==> src/rtl/core/ricx_pkg.sv <==
// Shared types and constants for the RIFF ICCP chunk extractor.
// Holds the parse phase type, the result item struct and the signature byte helper.
// No dependencies.
package ricx_pkg;

	typedef enum logic [2:0] {
		PH_HEADER     = 3'd0,
		PH_CHUNK_HEAD = 3'd1,
		PH_SKIP       = 3'd2,
		PH_PAYLOAD    = 3'd3,
		PH_DONE       = 3'd4
	} phase_t;

	localparam int unsigned RICX_QUEUE_DEPTH = 2;

	localparam logic KIND_PROFILE = 1'b0;
	localparam logic KIND_NONE    = 1'b1;

	localparam logic [31:0] TAG_ICCP = 32'h4943_4350;
	localparam logic [31:0] SIG_RIFF = 32'h5249_4646;
	localparam logic [31:0] SIG_WEBP = 32'h5745_4250;

	localparam logic [31:0] HDR_BYTES     = 32'd12;
	localparam logic [3:0]  CHUNK_HDR_LEN = 4'd8;

	typedef struct packed {
		logic       kind;
		logic [7:0] data;
		logic       last;
	} res_t;

	typedef struct packed {
		logic valid;
		res_t item;
	} res_push_t;

	// Byte idx of a four-character code, byte 0 being the first character.
	function automatic logic [7:0] sig_byte(input logic [31:0] sig, input logic [1:0] idx);
		logic [7:0] r;
		case (idx)
			2'd0:    r = sig[31:24];
			2'd1:    r = sig[23:16];
			2'd2:    r = sig[15:8];
			default: r = sig[7:0];
		endcase
		return r;
	endfunction

endpackage

==> src/rtl/core/ricx_ifs.sv <==
// Channel interfaces of the RIFF ICCP chunk extractor: byte input, result
// output and the stream length write channel. Each has source and sink modports.
// No dependencies.
interface ricx_byte_if;
	logic       valid;
	logic       ready;
	logic [7:0] data_byte;
	modport source (output valid, output data_byte, input ready);
	modport sink (input valid, input data_byte, output ready);
endinterface

interface ricx_res_if;
	logic       valid;
	logic       ready;
	logic       result_kind;
	logic [7:0] profile_byte;
	logic       final_item;
	modport source (output valid, output result_kind, output profile_byte, output final_item,
		input ready);
	modport sink (input valid, input result_kind, input profile_byte, input final_item,
		output ready);
endinterface

interface ricx_cfg_if;
	logic        valid;
	logic        ready;
	logic [31:0] stream_length;
	modport source (output valid, output stream_length, input ready);
	modport sink (input valid, input stream_length, output ready);
endinterface

==> src/rtl/core/ricx_front.sv <==
// Front part of the extractor: takes file bytes, walks the RIFF/WebP layout and
// pushes result items into the queue. Holds the stream length register.
// Depends on ricx_pkg and ricx_ifs.
module ricx_front
	import ricx_pkg::*;
(
	input  logic           clk,
	input  logic           arst_n,
	ricx_byte_if.sink      stream,
	ricx_cfg_if.sink       cfg,
	input  logic           q_full,
	output res_push_t      push
);

	logic [31:0] len_q;
	logic [32:0] nxt_q;       // byte position plus one
	phase_t      phase_q, phase_d;
	logic [31:0] tag_q, tag_d;
	logic [31:0] size_q, size_d;
	logic [31:0] left_q, left_d;
	logic        sig_good_q, sig_good_d;
	logic [32:0] nxt_d;

	logic        acc;
	logic [7:0]  b;
	logic [32:0] len33;
	logic        at_end;
	logic        short_file;
	logic        in_riff, in_webp, hdr_last;
	logic [1:0]  pos_lo;
	logic [7:0]  sig_exp;
	logic        sig_good_new;
	logic [3:0]  left_ch, left_ch_dec;
	logic        head_done;
	logic [31:0] tag_new, size_new;
	logic [33:0] size_end;
	logic        too_long;
	logic        is_iccp;
	logic [32:0] skip;
	logic [31:0] skip_cap;
	logic [31:0] left_dec;
	logic        left_zero;
	logic        sw_none, sw_prof, prof_last, end_none;

	assign stream.ready = ~q_full;
	assign cfg.ready    = 1'b1;
	assign acc          = stream.valid & ~q_full;
	assign b            = stream.data_byte;

	assign len33      = {1'b0, len_q};
	assign at_end     = nxt_q >= len33;
	assign short_file = len_q < HDR_BYTES;

	assign in_riff  = nxt_q < 33'd5;
	assign in_webp  = (nxt_q >= 33'd9) && (nxt_q <= 33'd12);
	assign hdr_last = nxt_q >= 33'd12;
	assign pos_lo   = nxt_q[1:0] - 2'd1;
	assign sig_exp  = in_riff ? sig_byte(SIG_RIFF, pos_lo) : sig_byte(SIG_WEBP, pos_lo);
	assign sig_good_new = sig_good_q & ~((in_riff | in_webp) && (b != sig_exp));

	// A header count outside one to eight restarts the eight-byte header.
	assign left_ch     = ((left_q == 32'd0) || (left_q > 32'd8)) ? CHUNK_HDR_LEN : left_q[3:0];
	assign left_ch_dec = left_ch - 4'd1;
	assign head_done   = left_ch_dec == 4'd0;
	assign tag_new     = (left_ch > 4'd4) ? {tag_q[23:0], b} : tag_q;
	assign size_new    = (left_ch > 4'd4) ? size_q : {b, size_q[31:8]};

	// Chunk longer than what follows its header: size + next > length.
	assign size_end = {2'b00, size_new} + {1'b0, nxt_q};
	assign too_long = (size_new != 32'd0) && (size_end > {2'b00, len_q});
	assign is_iccp  = tag_new == TAG_ICCP;
	assign skip     = {1'b0, size_new} + {32'd0, size_new[0]};
	assign skip_cap = skip[32] ? 32'hFFFF_FFFF : skip[31:0];

	assign left_dec  = (left_q == 32'd0) ? 32'd0 : left_q - 32'd1;
	assign left_zero = left_dec == 32'd0;

	assign sw_none = ((phase_q == PH_HEADER) && (short_file || (hdr_last && !sig_good_new)))
		|| ((phase_q == PH_CHUNK_HEAD) && head_done
			&& (too_long || (is_iccp && (size_new == 32'd0))));
	assign sw_prof   = phase_q == PH_PAYLOAD;
	assign prof_last = left_zero | at_end;
	assign end_none  = at_end && !sw_prof && !sw_none && (phase_q != PH_DONE);

	// Next state
	always_comb begin
		phase_d    = phase_q;
		tag_d      = tag_q;
		size_d     = size_q;
		left_d     = left_q;
		sig_good_d = sig_good_q;
		case (phase_q)
			PH_HEADER: begin
				if (!short_file) begin
					sig_good_d = sig_good_new;
					if (hdr_last && sig_good_new) begin
						phase_d = PH_CHUNK_HEAD;
						left_d  = 32'(CHUNK_HDR_LEN);
						tag_d   = '0;
						size_d  = '0;
					end
				end
			end
			PH_CHUNK_HEAD: begin
				tag_d  = tag_new;
				size_d = size_new;
				left_d = {28'd0, left_ch_dec};
				if (head_done && !too_long) begin
					if (is_iccp) begin
						if (size_new != 32'd0) begin
							phase_d = PH_PAYLOAD;
							left_d  = size_new;
						end
					end else if (size_new == 32'd0) begin
						left_d = 32'(CHUNK_HDR_LEN);
						tag_d  = '0;
						size_d = '0;
					end else begin
						phase_d = PH_SKIP;
						left_d  = skip_cap;
					end
				end
			end
			PH_SKIP: begin
				left_d = left_dec;
				if (left_zero) begin
					phase_d = PH_CHUNK_HEAD;
					left_d  = 32'(CHUNK_HDR_LEN);
					tag_d   = '0;
					size_d  = '0;
				end
			end
			PH_PAYLOAD: begin
				left_d = left_dec;
				if (prof_last)
					phase_d = PH_DONE;
			end
			default: begin
			end
		endcase
		if (sw_none)
			phase_d = PH_DONE;
		if (at_end) begin
			nxt_d      = 33'd1;
			phase_d    = PH_HEADER;
			tag_d      = '0;
			size_d     = '0;
			left_d     = '0;
			sig_good_d = 1'b1;
		end else begin
			nxt_d = nxt_q + 33'd1;
		end
	end

	// Outputs
	always_comb begin
		push.valid = acc & (sw_none | sw_prof | end_none);
		if (sw_prof) begin
			push.item.kind = KIND_PROFILE;
			push.item.data = b;
			push.item.last = prof_last;
		end else begin
			push.item.kind = KIND_NONE;
			push.item.data = 8'd0;
			push.item.last = 1'b1;
		end
	end

	always_ff @(posedge clk or negedge arst_n) begin
		if (!arst_n) begin
			len_q      <= '0;
			nxt_q      <= 33'd1;
			phase_q    <= PH_HEADER;
			tag_q      <= '0;
			size_q     <= '0;
			left_q     <= '0;
			sig_good_q <= 1'b1;
		end else begin
			if (cfg.valid)
				len_q <= cfg.stream_length;
			if (acc) begin
				nxt_q      <= nxt_d;
				phase_q    <= phase_d;
				tag_q      <= tag_d;
				size_q     <= size_d;
				left_q     <= left_d;
				sig_good_q <= sig_good_d;
			end
		end
	end

endmodule

==> src/rtl/core/ricx_queue.sv <==
// Short result queue between the parsing front and the output stage.
// A push and a pop may happen in the same cycle.
// Depends on ricx_pkg.
module ricx_queue
	import ricx_pkg::*;
#(
	parameter int unsigned Depth = RICX_QUEUE_DEPTH
) (
	input  logic      clk,
	input  logic      arst_n,
	input  res_push_t push,
	output logic      full,
	input  logic      pop,
	output logic      empty,
	output res_t      head
);

	localparam int unsigned PtrW = (Depth > 1) ? $clog2(Depth) : 1;
	localparam int unsigned CntW = $clog2(Depth + 1);
	localparam logic [PtrW-1:0] LastPtr = PtrW'(Depth - 1);

	res_t            mem [Depth];
	logic [PtrW-1:0] wr_ptr_q, rd_ptr_q;
	logic [CntW-1:0] cnt_q;
	logic            do_push, do_pop;

	assign full    = cnt_q == CntW'(Depth);
	assign empty   = cnt_q == '0;
	assign do_push = push.valid & ~full;
	assign do_pop  = pop & ~empty;
	assign head    = mem[rd_ptr_q];

	always_ff @(posedge clk) begin
		if (do_push)
			mem[wr_ptr_q] <= push.item;
	end

	always_ff @(posedge clk or negedge arst_n) begin
		if (!arst_n) begin
			wr_ptr_q <= '0;
			rd_ptr_q <= '0;
			cnt_q    <= '0;
		end else begin
			if (do_push)
				wr_ptr_q <= (wr_ptr_q == LastPtr) ? '0 : wr_ptr_q + PtrW'(1);
			if (do_pop)
				rd_ptr_q <= (rd_ptr_q == LastPtr) ? '0 : rd_ptr_q + PtrW'(1);
			if (do_push && !do_pop)
				cnt_q <= cnt_q + CntW'(1);
			else if (do_pop && !do_push)
				cnt_q <= cnt_q - CntW'(1);
		end
	end

endmodule

==> src/rtl/core/ricx_back.sv <==
// Output stage of the extractor: takes result items from the queue into an
// output register and holds them until the sink takes the transaction.
// Depends on ricx_pkg and ricx_ifs.
module ricx_back
	import ricx_pkg::*;
(
	input  logic       clk,
	input  logic       arst_n,
	input  logic       empty,
	input  res_t       head,
	output logic       pop,
	ricx_res_if.source results
);

	logic valid_q;
	res_t item_q;

	assign pop = ~empty & (~valid_q | results.ready);

	assign results.valid        = valid_q;
	assign results.result_kind  = item_q.kind;
	assign results.profile_byte = item_q.data;
	assign results.final_item   = item_q.last;

	always_ff @(posedge clk or negedge arst_n) begin
		if (!arst_n) begin
			valid_q <= 1'b0;
		end else if (pop) begin
			valid_q <= 1'b1;
		end else if (results.ready) begin
			valid_q <= 1'b0;
		end
	end

	always_ff @(posedge clk) begin
		if (pop)
			item_q <= head;
	end

endmodule

==> src/rtl/core/riff_iccp_chunk_extractor.sv <==
// Streams a RIFF/WebP file one byte per transaction and passes out the payload of
// its first ICCP chunk if that chunk fits inside the file, or one no-profile item per file.
// Write stream_length before the first byte of each file. The block takes one byte
// every cycle. A result is written into the result queue when its byte is taken, then
// moves to the output register, which presents it until the result sink takes it.
// The input stalls only when the result queue (QueueDepth entries) is full because
// the result sink holds off. Depends on ricx_pkg, ricx_ifs, ricx_front, ricx_queue
// and ricx_back.
module riff_iccp_chunk_extractor
	import ricx_pkg::*;
#(
	parameter int unsigned QueueDepth = RICX_QUEUE_DEPTH
) (
	input  logic       clk,
	input  logic       arst_n,
	ricx_byte_if.sink  stream,
	ricx_cfg_if.sink   cfg,
	ricx_res_if.source results
);

	res_push_t push;
	logic      q_full;
	logic      q_empty;
	logic      q_pop;
	res_t      q_head;

	ricx_front u_front (
		.clk    (clk),
		.arst_n (arst_n),
		.stream (stream),
		.cfg    (cfg),
		.q_full (q_full),
		.push   (push)
	);

	ricx_queue #(
		.Depth (QueueDepth)
	) u_queue (
		.clk    (clk),
		.arst_n (arst_n),
		.push   (push),
		.full   (q_full),
		.pop    (q_pop),
		.empty  (q_empty),
		.head   (q_head)
	);

	ricx_back u_back (
		.clk     (clk),
		.arst_n  (arst_n),
		.empty   (q_empty),
		.head    (q_head),
		.pop     (q_pop),
		.results (results)
	);

endmodule

==> src/flat_wrapper.sv <==
// flat-port wrapper written by rule: the top's interface ports become plain ports
module riff_iccp_chunk_extractor_flat import ricx_pkg::*;
#(
	parameter int unsigned QueueDepth = RICX_QUEUE_DEPTH
)
  (clk, arst_n, stream_valid, stream_data_byte, stream_ready, cfg_valid, cfg_stream_length, cfg_ready, results_valid, results_result_kind, results_profile_byte, results_final_item, results_ready);
  ricx_byte_if stream_i ();
  ricx_cfg_if cfg_i ();
  ricx_res_if results_i ();
  input  logic clk;
  input  logic arst_n;
  input wire logic [$bits(stream_i.valid)-1:0] stream_valid;
  input wire logic [$bits(stream_i.data_byte)-1:0] stream_data_byte;
  output wire logic [$bits(stream_i.ready)-1:0] stream_ready;
  input wire logic [$bits(cfg_i.valid)-1:0] cfg_valid;
  input wire logic [$bits(cfg_i.stream_length)-1:0] cfg_stream_length;
  output wire logic [$bits(cfg_i.ready)-1:0] cfg_ready;
  output wire logic [$bits(results_i.valid)-1:0] results_valid;
  output wire logic [$bits(results_i.result_kind)-1:0] results_result_kind;
  output wire logic [$bits(results_i.profile_byte)-1:0] results_profile_byte;
  output wire logic [$bits(results_i.final_item)-1:0] results_final_item;
  input wire logic [$bits(results_i.ready)-1:0] results_ready;
  assign stream_i.valid = stream_valid;
  assign stream_i.data_byte = stream_data_byte;
  assign stream_ready = stream_i.ready;
  assign cfg_i.valid = cfg_valid;
  assign cfg_i.stream_length = cfg_stream_length;
  assign cfg_ready = cfg_i.ready;
  assign results_valid = results_i.valid;
  assign results_result_kind = results_i.result_kind;
  assign results_profile_byte = results_i.profile_byte;
  assign results_final_item = results_i.final_item;
  assign results_i.ready = results_ready;
  riff_iccp_chunk_extractor #(.QueueDepth(QueueDepth)) u_core (.clk(clk), .arst_n(arst_n), .stream(stream_i), .cfg(cfg_i), .results(results_i));
endmodule
==> config.mk <==
export PLATFORM = sky130hd
export DESIGN_NAME = riff_iccp_chunk_extractor_flat
export DESIGN_NICKNAME = d
export VERILOG_FILES = /design/src/rtl/core/ricx_pkg.sv /design/src/rtl/core/ricx_ifs.sv /design/src/rtl/core/ricx_front.sv /design/src/rtl/core/ricx_queue.sv /design/src/rtl/core/ricx_back.sv /design/src/rtl/core/riff_iccp_chunk_extractor.sv /design/src/flat_wrapper.sv
export SDC_FILE = /design/constraint.sdc
export NUM_CORES = 1
export LEC_CHECK = 0
export ABC_CLOCK_PERIOD_IN_PS = 19880
export BUFFER_PORTS_ARGS = -buffer_cell sky130_fd_sc_hd__buf_2
export CAP_MARGIN = 10
export CORE_MARGIN = 1
export CORE_UTILIZATION = 50
export DETAILED_ROUTE_END_ITERATION = 7
export HOLD_SLACK_MARGIN = 0.12
export PLACE_DENSITY = 0.66
export SLEW_MARGIN = 20
export SYNTH_ARGS = -nofsm -noshare
export SYNTH_HDL_FRONTEND = slang
export SYNTH_SLANG_ARGS = --single-unit
==> constraint.sdc <==
create_clock -name clk -period 19.88 [get_ports clk]
set_clock_uncertainty 0.05 [all_clocks]
set_input_delay 2.982 -clock clk [delete_from_list [all_inputs] [get_ports clk]]
set_output_delay 2.982 -clock clk [all_outputs]
set_load 0.01 [all_outputs]
After elaboration in Yosys (flattened, before gate mapping)
Memories as Yosys holds them, arrays and structs flattened. A register that Yosys moved wholly into a read port is not among the register bits. Cells that the tools add are included.

Add/sub/neg operators: 10. Div/mod/pow operators: 0. Bitwise logic cells: 15. Equal/unequal tests: 20. Shifts and indexed selects: 0. Reductions and logical operators: 43. Magnitude comparators: 9. $mul: 0. Muxes and demuxes: 54.

Operators by type and width (count): $mux W32 (23); $pmux W32 S3 (2); $pmux W32 S4 (1); $logic_not A32 Y1 (3); $ge A33 B4 Y1 const B (2); $add A32 B33 Y34 (1); $gt A34 B32 Y1 (1); $add A32 B1 Y33 (1); $add A33 B1 Y33 const B (1); $ge A33 B32 Y1 (1); $le A33 B4 Y1 const B (1); $lt A33 B3 Y1 const B (1); $mux W33 (1); $eq A32 B31 Y1 const B (1); $gt A32 B4 Y1 const B (1); $lt A32 B4 Y1 const B (1); $reduce_bool A32 Y1 (1); $sub A32 B1 Y32 const B (1); $mux W3 (10); $logic_and A1 B1 Y1 (15); $pmux W5 S3 (1); $ne A4 B3 Y1 const B (3); $pmux W3 S4 (1); $mux W10 (1); 36 further kinds (76).

Bits in latches: 0. Bits in registers: 170. Bits in writable memories: 20. Output and inout port bits: 13. Bits of input ports: 45. Memories kept: 1. Memory bits (read-only): 0. Logic and storage cells: 163.

Memory list: u_core.u_queue.mem (depth 2, bits a word 10, rd ports 1, clocked after memory_dff 1, write ports 1, line ricx_queue.sv:22) `res_t mem [Depth];`.

Longest topological paths before layout
Word-level depth: 23. Mapped depth: 44.

By module
From an unflattened synthesis, not the netlist that was laid out.

Cell total of the unflattened synthesis: 1693. Area, all modules: 14742.9 µm².

By module, submodules not included: ricx_front (instances 1, cells an instance 1628, area an instance 13465.4 µm²); ricx_queue (instances 1, cells an instance 50, area an instance 927.1 µm²); ricx_back (instances 1, cells an instance 15, area an instance 350.3 µm²).

Worst setup path before layout
OpenSTA, ideal clock, no wires.

Path type: register to register. From: register u_core.u_front.left_q[23]. To: register u_core.u_queue.cnt_q[1]. Clock period less this slack: 8198 ps. Path buffers: 4. Library setup time: 79 ps. Arrival time: 8069 ps. Path slack: 11682 ps. Cell stages (with the launch flop): 40. Cells stage by stage: dfrtp_1 > buf_2 > or4_4 > nor4_4 > nand3_1 > nor2_1 > nand2_1 > ha_1 > nor2b_1 > nor3_1 > nand4_2 > buf_4 > buf_2 > buf_1 > mux2i_1 > inv_1 > ha_1 > a211oi_1 > [4 not listed] > o21ai_0 > a21oi_1 > a21oi_1 > xnor2_1 > ha_1 > nand4_1 > nor4_1 > a32oi_1 > nand2b_1 > a31oi_1 > or4b_1 > a21o_1 > a31o_2 > o21ai_2 > inv_1 > ha_1 > nor2_1 > xor2_1.

Longest elaborated chain between the ends: 20. Elaborated cells between the ends (all ways): 32.

Ends and longest elaborated chain: from (decl) (line ricx_front.sv:20) `logic [31:0] left_q, left_d;`; from (signal assigned) (line ricx_front.sv:186) `left_q <= left_d;`; $gt A32 B4 Y1 / $logic_not A32 Y1 (equally long branches) (line ricx_front.sv:62) `assign left_ch = ((left_q == 32'd0) || (left_q > 32'd8)) ? CHUNK_HDR_LEN : left_q[3:0];`; $logic_or A1 B1 Y1 (*) (line ricx_front.sv:62); $mux W4 (*) (line ricx_front.sv:62); $gt A4 B3 Y1 (line ricx_front.sv:65, ricx_front.sv:66); $mux W32 (line ricx_front.sv:66) `assign size_new = (left_ch > 4'd4) ? size_q : {b, size_q[31:8]};`; $add A32 B33 Y34 (line ricx_front.sv:69) `assign size_end = {2'b00, size_new} + {1'b0, nxt_q};`; $gt A34 B32 Y1 (line ricx_front.sv:70) `assign too_long = (size_new != 32'd0) && (size_end > {2'b00, len_q});`; $logic_and A1 B1 Y1 (line ricx_front.sv:70); [4 not listed]; $logic_and A1 B1 Y1 (2 in a row) (line ricx_front.sv:83) `assign end_none = at_end && !sw_prof && !sw_none && (phase_q != PH_DONE);`; $or A1 B1 Y1 (*) (line ricx_front.sv:157) `push.valid = acc & (sw_none | sw_prof | end_none);`; $and A1 B1 Y1 (*) (line ricx_front.sv:157); $and A1 B1 Y1 (*) (line ricx_queue.sv:29) `assign do_push = push.valid & ~full;`; named net u_core.u_queue.do_push (line ricx_queue.sv:25) `logic do_push, do_pop;`; $logic_not A1 Y1 (line ricx_queue.sv:50) `else if (do_pop && !do_push)`; $logic_and A1 B1 Y1 (line ricx_queue.sv:50); $reduce_bool A2 Y1 (no line); to (signal assigned) (line ricx_queue.sv:49) `cnt_q <= cnt_q + CntW'(1);`; to (signal assigned) (line ricx_queue.sv:51) `cnt_q <= cnt_q - CntW'(1);`; to (decl) (line ricx_queue.sv:24) `logic [CntW-1:0] cnt_q;`.

The timed path passes the listed nets; every way through them passes the cells marked *. A chain may end at the register's enable or synchronous reset.

Worst setup path after layout
From: register u_core.u_front.left_q[21]. To: register u_core.u_front.left_q[24].

Longest elaborated chain between the ends: 13. Elaborated cells between the ends (all ways): 29.

Ends and longest elaborated chain: $gt A32 B4 Y1 / $logic_not A32 Y1 (equally long branches) (line ricx_front.sv:62, ricx_front.sv:75); $logic_or A1 B1 Y1 (line ricx_front.sv:62); $mux W4 (line ricx_front.sv:62); $gt A4 B3 Y1 (line ricx_front.sv:65, ricx_front.sv:66); $mux W32 (line ricx_front.sv:66); $add A32 B33 Y34 (line ricx_front.sv:69); $gt A34 B32 Y1 (line ricx_front.sv:70); $logic_and A1 B1 Y1 (line ricx_front.sv:70); $logic_not A1 Y1 (line ricx_front.sv:108) `if (head_done && !too_long) begin`; $logic_and A1 B1 Y1 (line ricx_front.sv:108); $mux W32 (line ricx_front.sv:108); $pmux W32 S4 (*) (line ricx_front.sv:92) `case (phase_q)`; $mux W32 (*) (line ricx_front.sv:143) `if (at_end) begin`.

Every way passes the cells marked *; elsewhere a longest branch is shown, timed or not.

==> results.md <==
- Clock-pin slew reported for the worst setup and hold paths after clock tree synthesis: about 0.08 ns
- Num Clock Sinks: 200
- Worst min path class: flip-flop to flip-flop
- Fraction of layout instances using a drive strength above 1: slightly below 9%
- Clock Tree Root: sky130_fd_sc_hd__clkbuf_16
- Final Hold Vio Count: 0
- Number of buffers on the longest clock path: 2
- Post-synthesis sequential area ratio: ~34%
- # port buffers: between 50 and 60
- Fin area: roughly 0.016 mm²
- Largest fanout on the critical path: 50
- Total CTS buffers: 17
- Fin Setup TNS: 0 ns
- Synth unique cells: between 90 and 100
- Max-slew violation count: 0
- Reported leakage power: slightly above 0.007 µW
- Worst-Margin Slew: ~1.1 ns
- Core occupancy in the finished layout: roughly 55%
- Post-synthesis instance total: between 1500 and 2000
- Top-level port count: slightly below 60
- Flop-to-flop setup slack: ~10 ns
- Top_reg_cell synth: sky130_fd_sc_hd__dfrtp_1
- Full die area: a little over 0.03 mm²
- Number of nets in the layout: about 1900
- Sequential cell fraction of total power: a little under half
- Post-CTS sizing: 0
- H-tree depth: 4
- Number of buffers inserted by hold repair at cts: 0
- Power dissipated by switching net loads: roughly 340 µW
- Synthesis-stage register bit count: 200
- Chip height: about 180 µm
- Switching power as a share of total power: between 30% and 40%
- Average vias per placed instance: 6.42
- Share of synthesized registers carrying an async set or reset: between 80% and 90%
- Antenna diode instance count: 0
- Max-cap check violation count: 0
- Largest stage delay on the critical path: 0.67 ns
- Wire length of the first global-routing pass: between 70000 and 80000 µm
- Netlist area before placement: ~0.015 mm²
- Required time reported for the critical path endpoint: 20.24 ns
- Synth area leader: sky130_fd_sc_hd__dfrtp_1
- Peak supply drop: 0.0654 mV
- Relative area change from synthesis to final layout: 7.31%
- Ys Warns: 0
- Die span in x: 177 µm
- Remaining Overflow, GRT: 0
- Leading cell types by total area after synthesis: sky130_fd_sc_hd__dfrtp_1 28%, sky130_fd_sc_hd__ha_1 9.0%, sky130_fd_sc_hd__edfxtp_1 5.9%, sky130_fd_sc_hd__nor2_1 3.8%, sky130_fd_sc_hd__nand2_1 3.5%
- Maximum number of pins on one net before global-route repair: 98
- Critical path arrival: 9.87 ns
- Number of setup violations in the final report: 0
- Total vias in the final route: about 14000
- Share of power burned in the clock network: 34.0%
- Portion of synthesized cell area occupied by the leading cell type: 27.6%
- Share of the clock period used by the worst path: 47.8%
- Worst hold margin: about 0.45 ns
- CP Class: flip-flop to flip-flop
- Kind of start point of the critical path: flip-flop
- Global placement routability congestion: between 0.9 and 1
- Number of antenna violations at the first check in global routing: 3
- Status: completed
- Critical path's most frequent cell: sky130_fd_sc_hd__ha_1
- Total power density per cell area: 62.4 mW/mm²
- Post-CTS repair timing setup buffer count: 0
- Maximum clock frequency: 0.105 GHz
- Highest-delay cell along the critical path: sky130_fd_sc_hd__nand3_2
- Average wire per cell in the routed design: ~22 µm
- Unrepaired setup endpoints after global routing: no
- Synthesized netlist net count: 1916
- Half-perimeter wire length of the detailed placement result: between 30000 and 40000 µm
- First drt pass iteration count: 6
- Headroom to the max-slew limit: between 20% and 30%
- Post-Synthesis Mean Instance Area: between 8 and 9 µm²
- Post-placement worst setup slack: approximately 10 ns
- Dpl cell area: approximately 0.016 mm²
- Routed WL: 48100 µm
- Minimum setup slack in the final design: 10.37 ns
- Vias in the first global route: approximately 13000
- Time the worst path needs with I/O delays and setup: about 9.5 ns
- Floorplan Core Area: just under 0.03 mm²
- Int Pwr: 681 µW
- Number of design-rule violations left by the first detailed-router iteration: approximately 1400
- Clock latency of the later-clocked register in the worst-skew pair: between 0.4 and 0.5 ns
- Total DRC errors in the routed layout: 0
- Number of enable-type register cells in the synthesized netlist: 30
- Critical path capture point type: flip-flop
- Starting Density: between 50% and 60%
- Combinational fraction of design power: 20.0%
- Global-route total usage across every layer: 31.9%
- Standard-cell rows: 63
- TritonCTS clock tree: done
- Count of nets left with antenna violations after detail routing: 0
-- final timing paths --
| kind | end | depth (start not counted) | start |
|---|---|---|---|
| max | u_core.u_front.left_q[24]$_DFFE_PN0P_ | 33 | u_core.u_front.left_q[21]$_DFFE_PN0P_ |
| min | u_core.u_queue.wr_ptr_q$_DFFE_PN0P_ | 1 | u_core.u_queue.wr_ptr_q$_DFFE_PN0P_ |
| max reg2reg | u_core.u_front.left_q[24]$_DFFE_PN0P_ | 33 | u_core.u_front.left_q[21]$_DFFE_PN0P_ |
| min reg2reg | u_core.u_queue.wr_ptr_q$_DFFE_PN0P_ | 1 | u_core.u_queue.wr_ptr_q$_DFFE_PN0P_ |
| max in group asynchronous | u_core.u_front.nxt_q[28]$_DFFE_PN0P_ | 2 | arst_n |
| min in group asynchronous | u_core.u_front.tag_q[26]$_DFFE_PN0P_ | 1 | arst_n |
-- flip-flops by register name, summed over array words and instances, names as in the netlist, 2 cells and up --
register,count
u_core.u_front.size_q,32
u_core.u_front.left_q,32
u_core.u_front.phase_q,3
u_core.u_queue.mem,20
u_core.u_front.tag_q,32
u_core.u_front.nxt_q,33
u_core.u_queue.cnt_q,2
u_core.u_back.results.profile_byte,8
u_core.u_front.len_q,32
-- power by group through the flow --
stage	sequential (µW)	clock [µW]	combinational, µW
2_1_floorplan	462	0	147
3_3_place_gp	477	0	200
3_5_place_dp	478	0	201
4_1_cts	470	353	203
5_1_grt	474	368	230
6_report	470	346	204
-- stage by stage --
stage / power (µW) / instances
2_1_floorplan: 610 / 1760
3_3_place_gp: 677 / 2131
3_5_place_dp: 679 / 2131
4_1_cts: 1030 / 2163
5_1_grt: 1070 / 2163
6_report: 1020 / 2163
-- synth_stat cells (38+ instances only) --
library cell and n:
sky130_fd_sc_hd__xnor2_1 60, sky130_fd_sc_hd__nor4_1 43, sky130_fd_sc_hd__mux2i_1 42, sky130_fd_sc_hd__inv_1 101, sky130_fd_sc_hd__nor2_1 154, sky130_fd_sc_hd__nand2_1 144, sky130_fd_sc_hd__clkbuf_1 59, sky130_fd_sc_hd__a22o_1 54
sky130_fd_sc_hd__a21oi_1 89, sky130_fd_sc_hd__ha_1 110, sky130_fd_sc_hd__nand3_1 61, sky130_fd_sc_hd__nand4_1 56, sky130_fd_sc_hd__o21ai_0 105, sky130_fd_sc_hd__dfrtp_1 168, sky130_fd_sc_hd__nor3_1 38
-- critical path: cells and delay by family (launching register included) --
family	cells	cell delay [ns]
mux	1	0.54
simple gates	16	3.88
flops	1	0.50
buf+inv	2	0.69
compound gates	10	2.73
fa+ha+maj	3	0.93
xor+xnor	1	0.09
-- layer usage --
metal,GRT usage (%),vias to the layer above,part of all wire [%]
li1,-,6523,-
met1,43.8,6790,44
met5,0,-,0
met2,50.8,507,46
met4,11.5,0,2.9
met3,4.84,69,6.6
-- logic make-up (layout without fill, tap and decap cells) --
kind of cell,count (synthesis),in the layout,share of synthesized area [%]
AND/OR/NAND/NOR,650,650,22.3
other,1,1,0.0246
AO/OA/AOI/OAI,452,452,20.3
buffers and inverters,195,208,5.12
multiplexers,56,56,3.79
flip-flops,200,200,33.8
XOR/XNOR,95,95,5.46
adder cells (fa/ha/maj),111,111,9.16
-- cells in the final DEF (no fill, tap or decap), drive strengths merged, types with 10 or more instances in the layout --
cell type / synthesis / layout
o21bai: 11 / 11
nor4: 47 / 47
o21ai: 116 / 116
or4: 16 / 16
o31ai: 13 / 13
o22ai: 16 / 16
inv: 101 / 107
xnor2: 60 / 60
mux2: 14 / 14
nand2: 144 / 144
nor3: 38 / 38
and2: 11 / 11
mux2i: 42 / 42
nand4: 57 / 57
a31oi: 10 / 10
a22o: 54 / 54
nand3: 61 / 61
and3: 26 / 26
buf: 35 / 75
and4: 16 / 16
a21o: 18 / 18
a21oi: 89 / 89
a211oi: 21 / 21
nor2: 154 / 154
nand2b: 19 / 19
xor2: 35 / 35
clkbuf: 59 / 20
dfrtp: 168 / 168
o2bb2ai: 34 / 34
ha: 110 / 110
or3: 15 / 15
nor2b: 10 / 10
edfxtp: 30 / 30
-- final cells by class --
cell class / count / area (µm²)
clock buffers: 20 / 437
clock inverters: 12 / 134
fillers: 2777 / 13400
inverters: 101 / 379
multi-input cells: 1365 / 9330
flip-flops and latches: 200 / 5160
well taps: 390 / 488
repair buffers: 75 / 429
No activity file was read; power rests on OpenSTA's default activity.
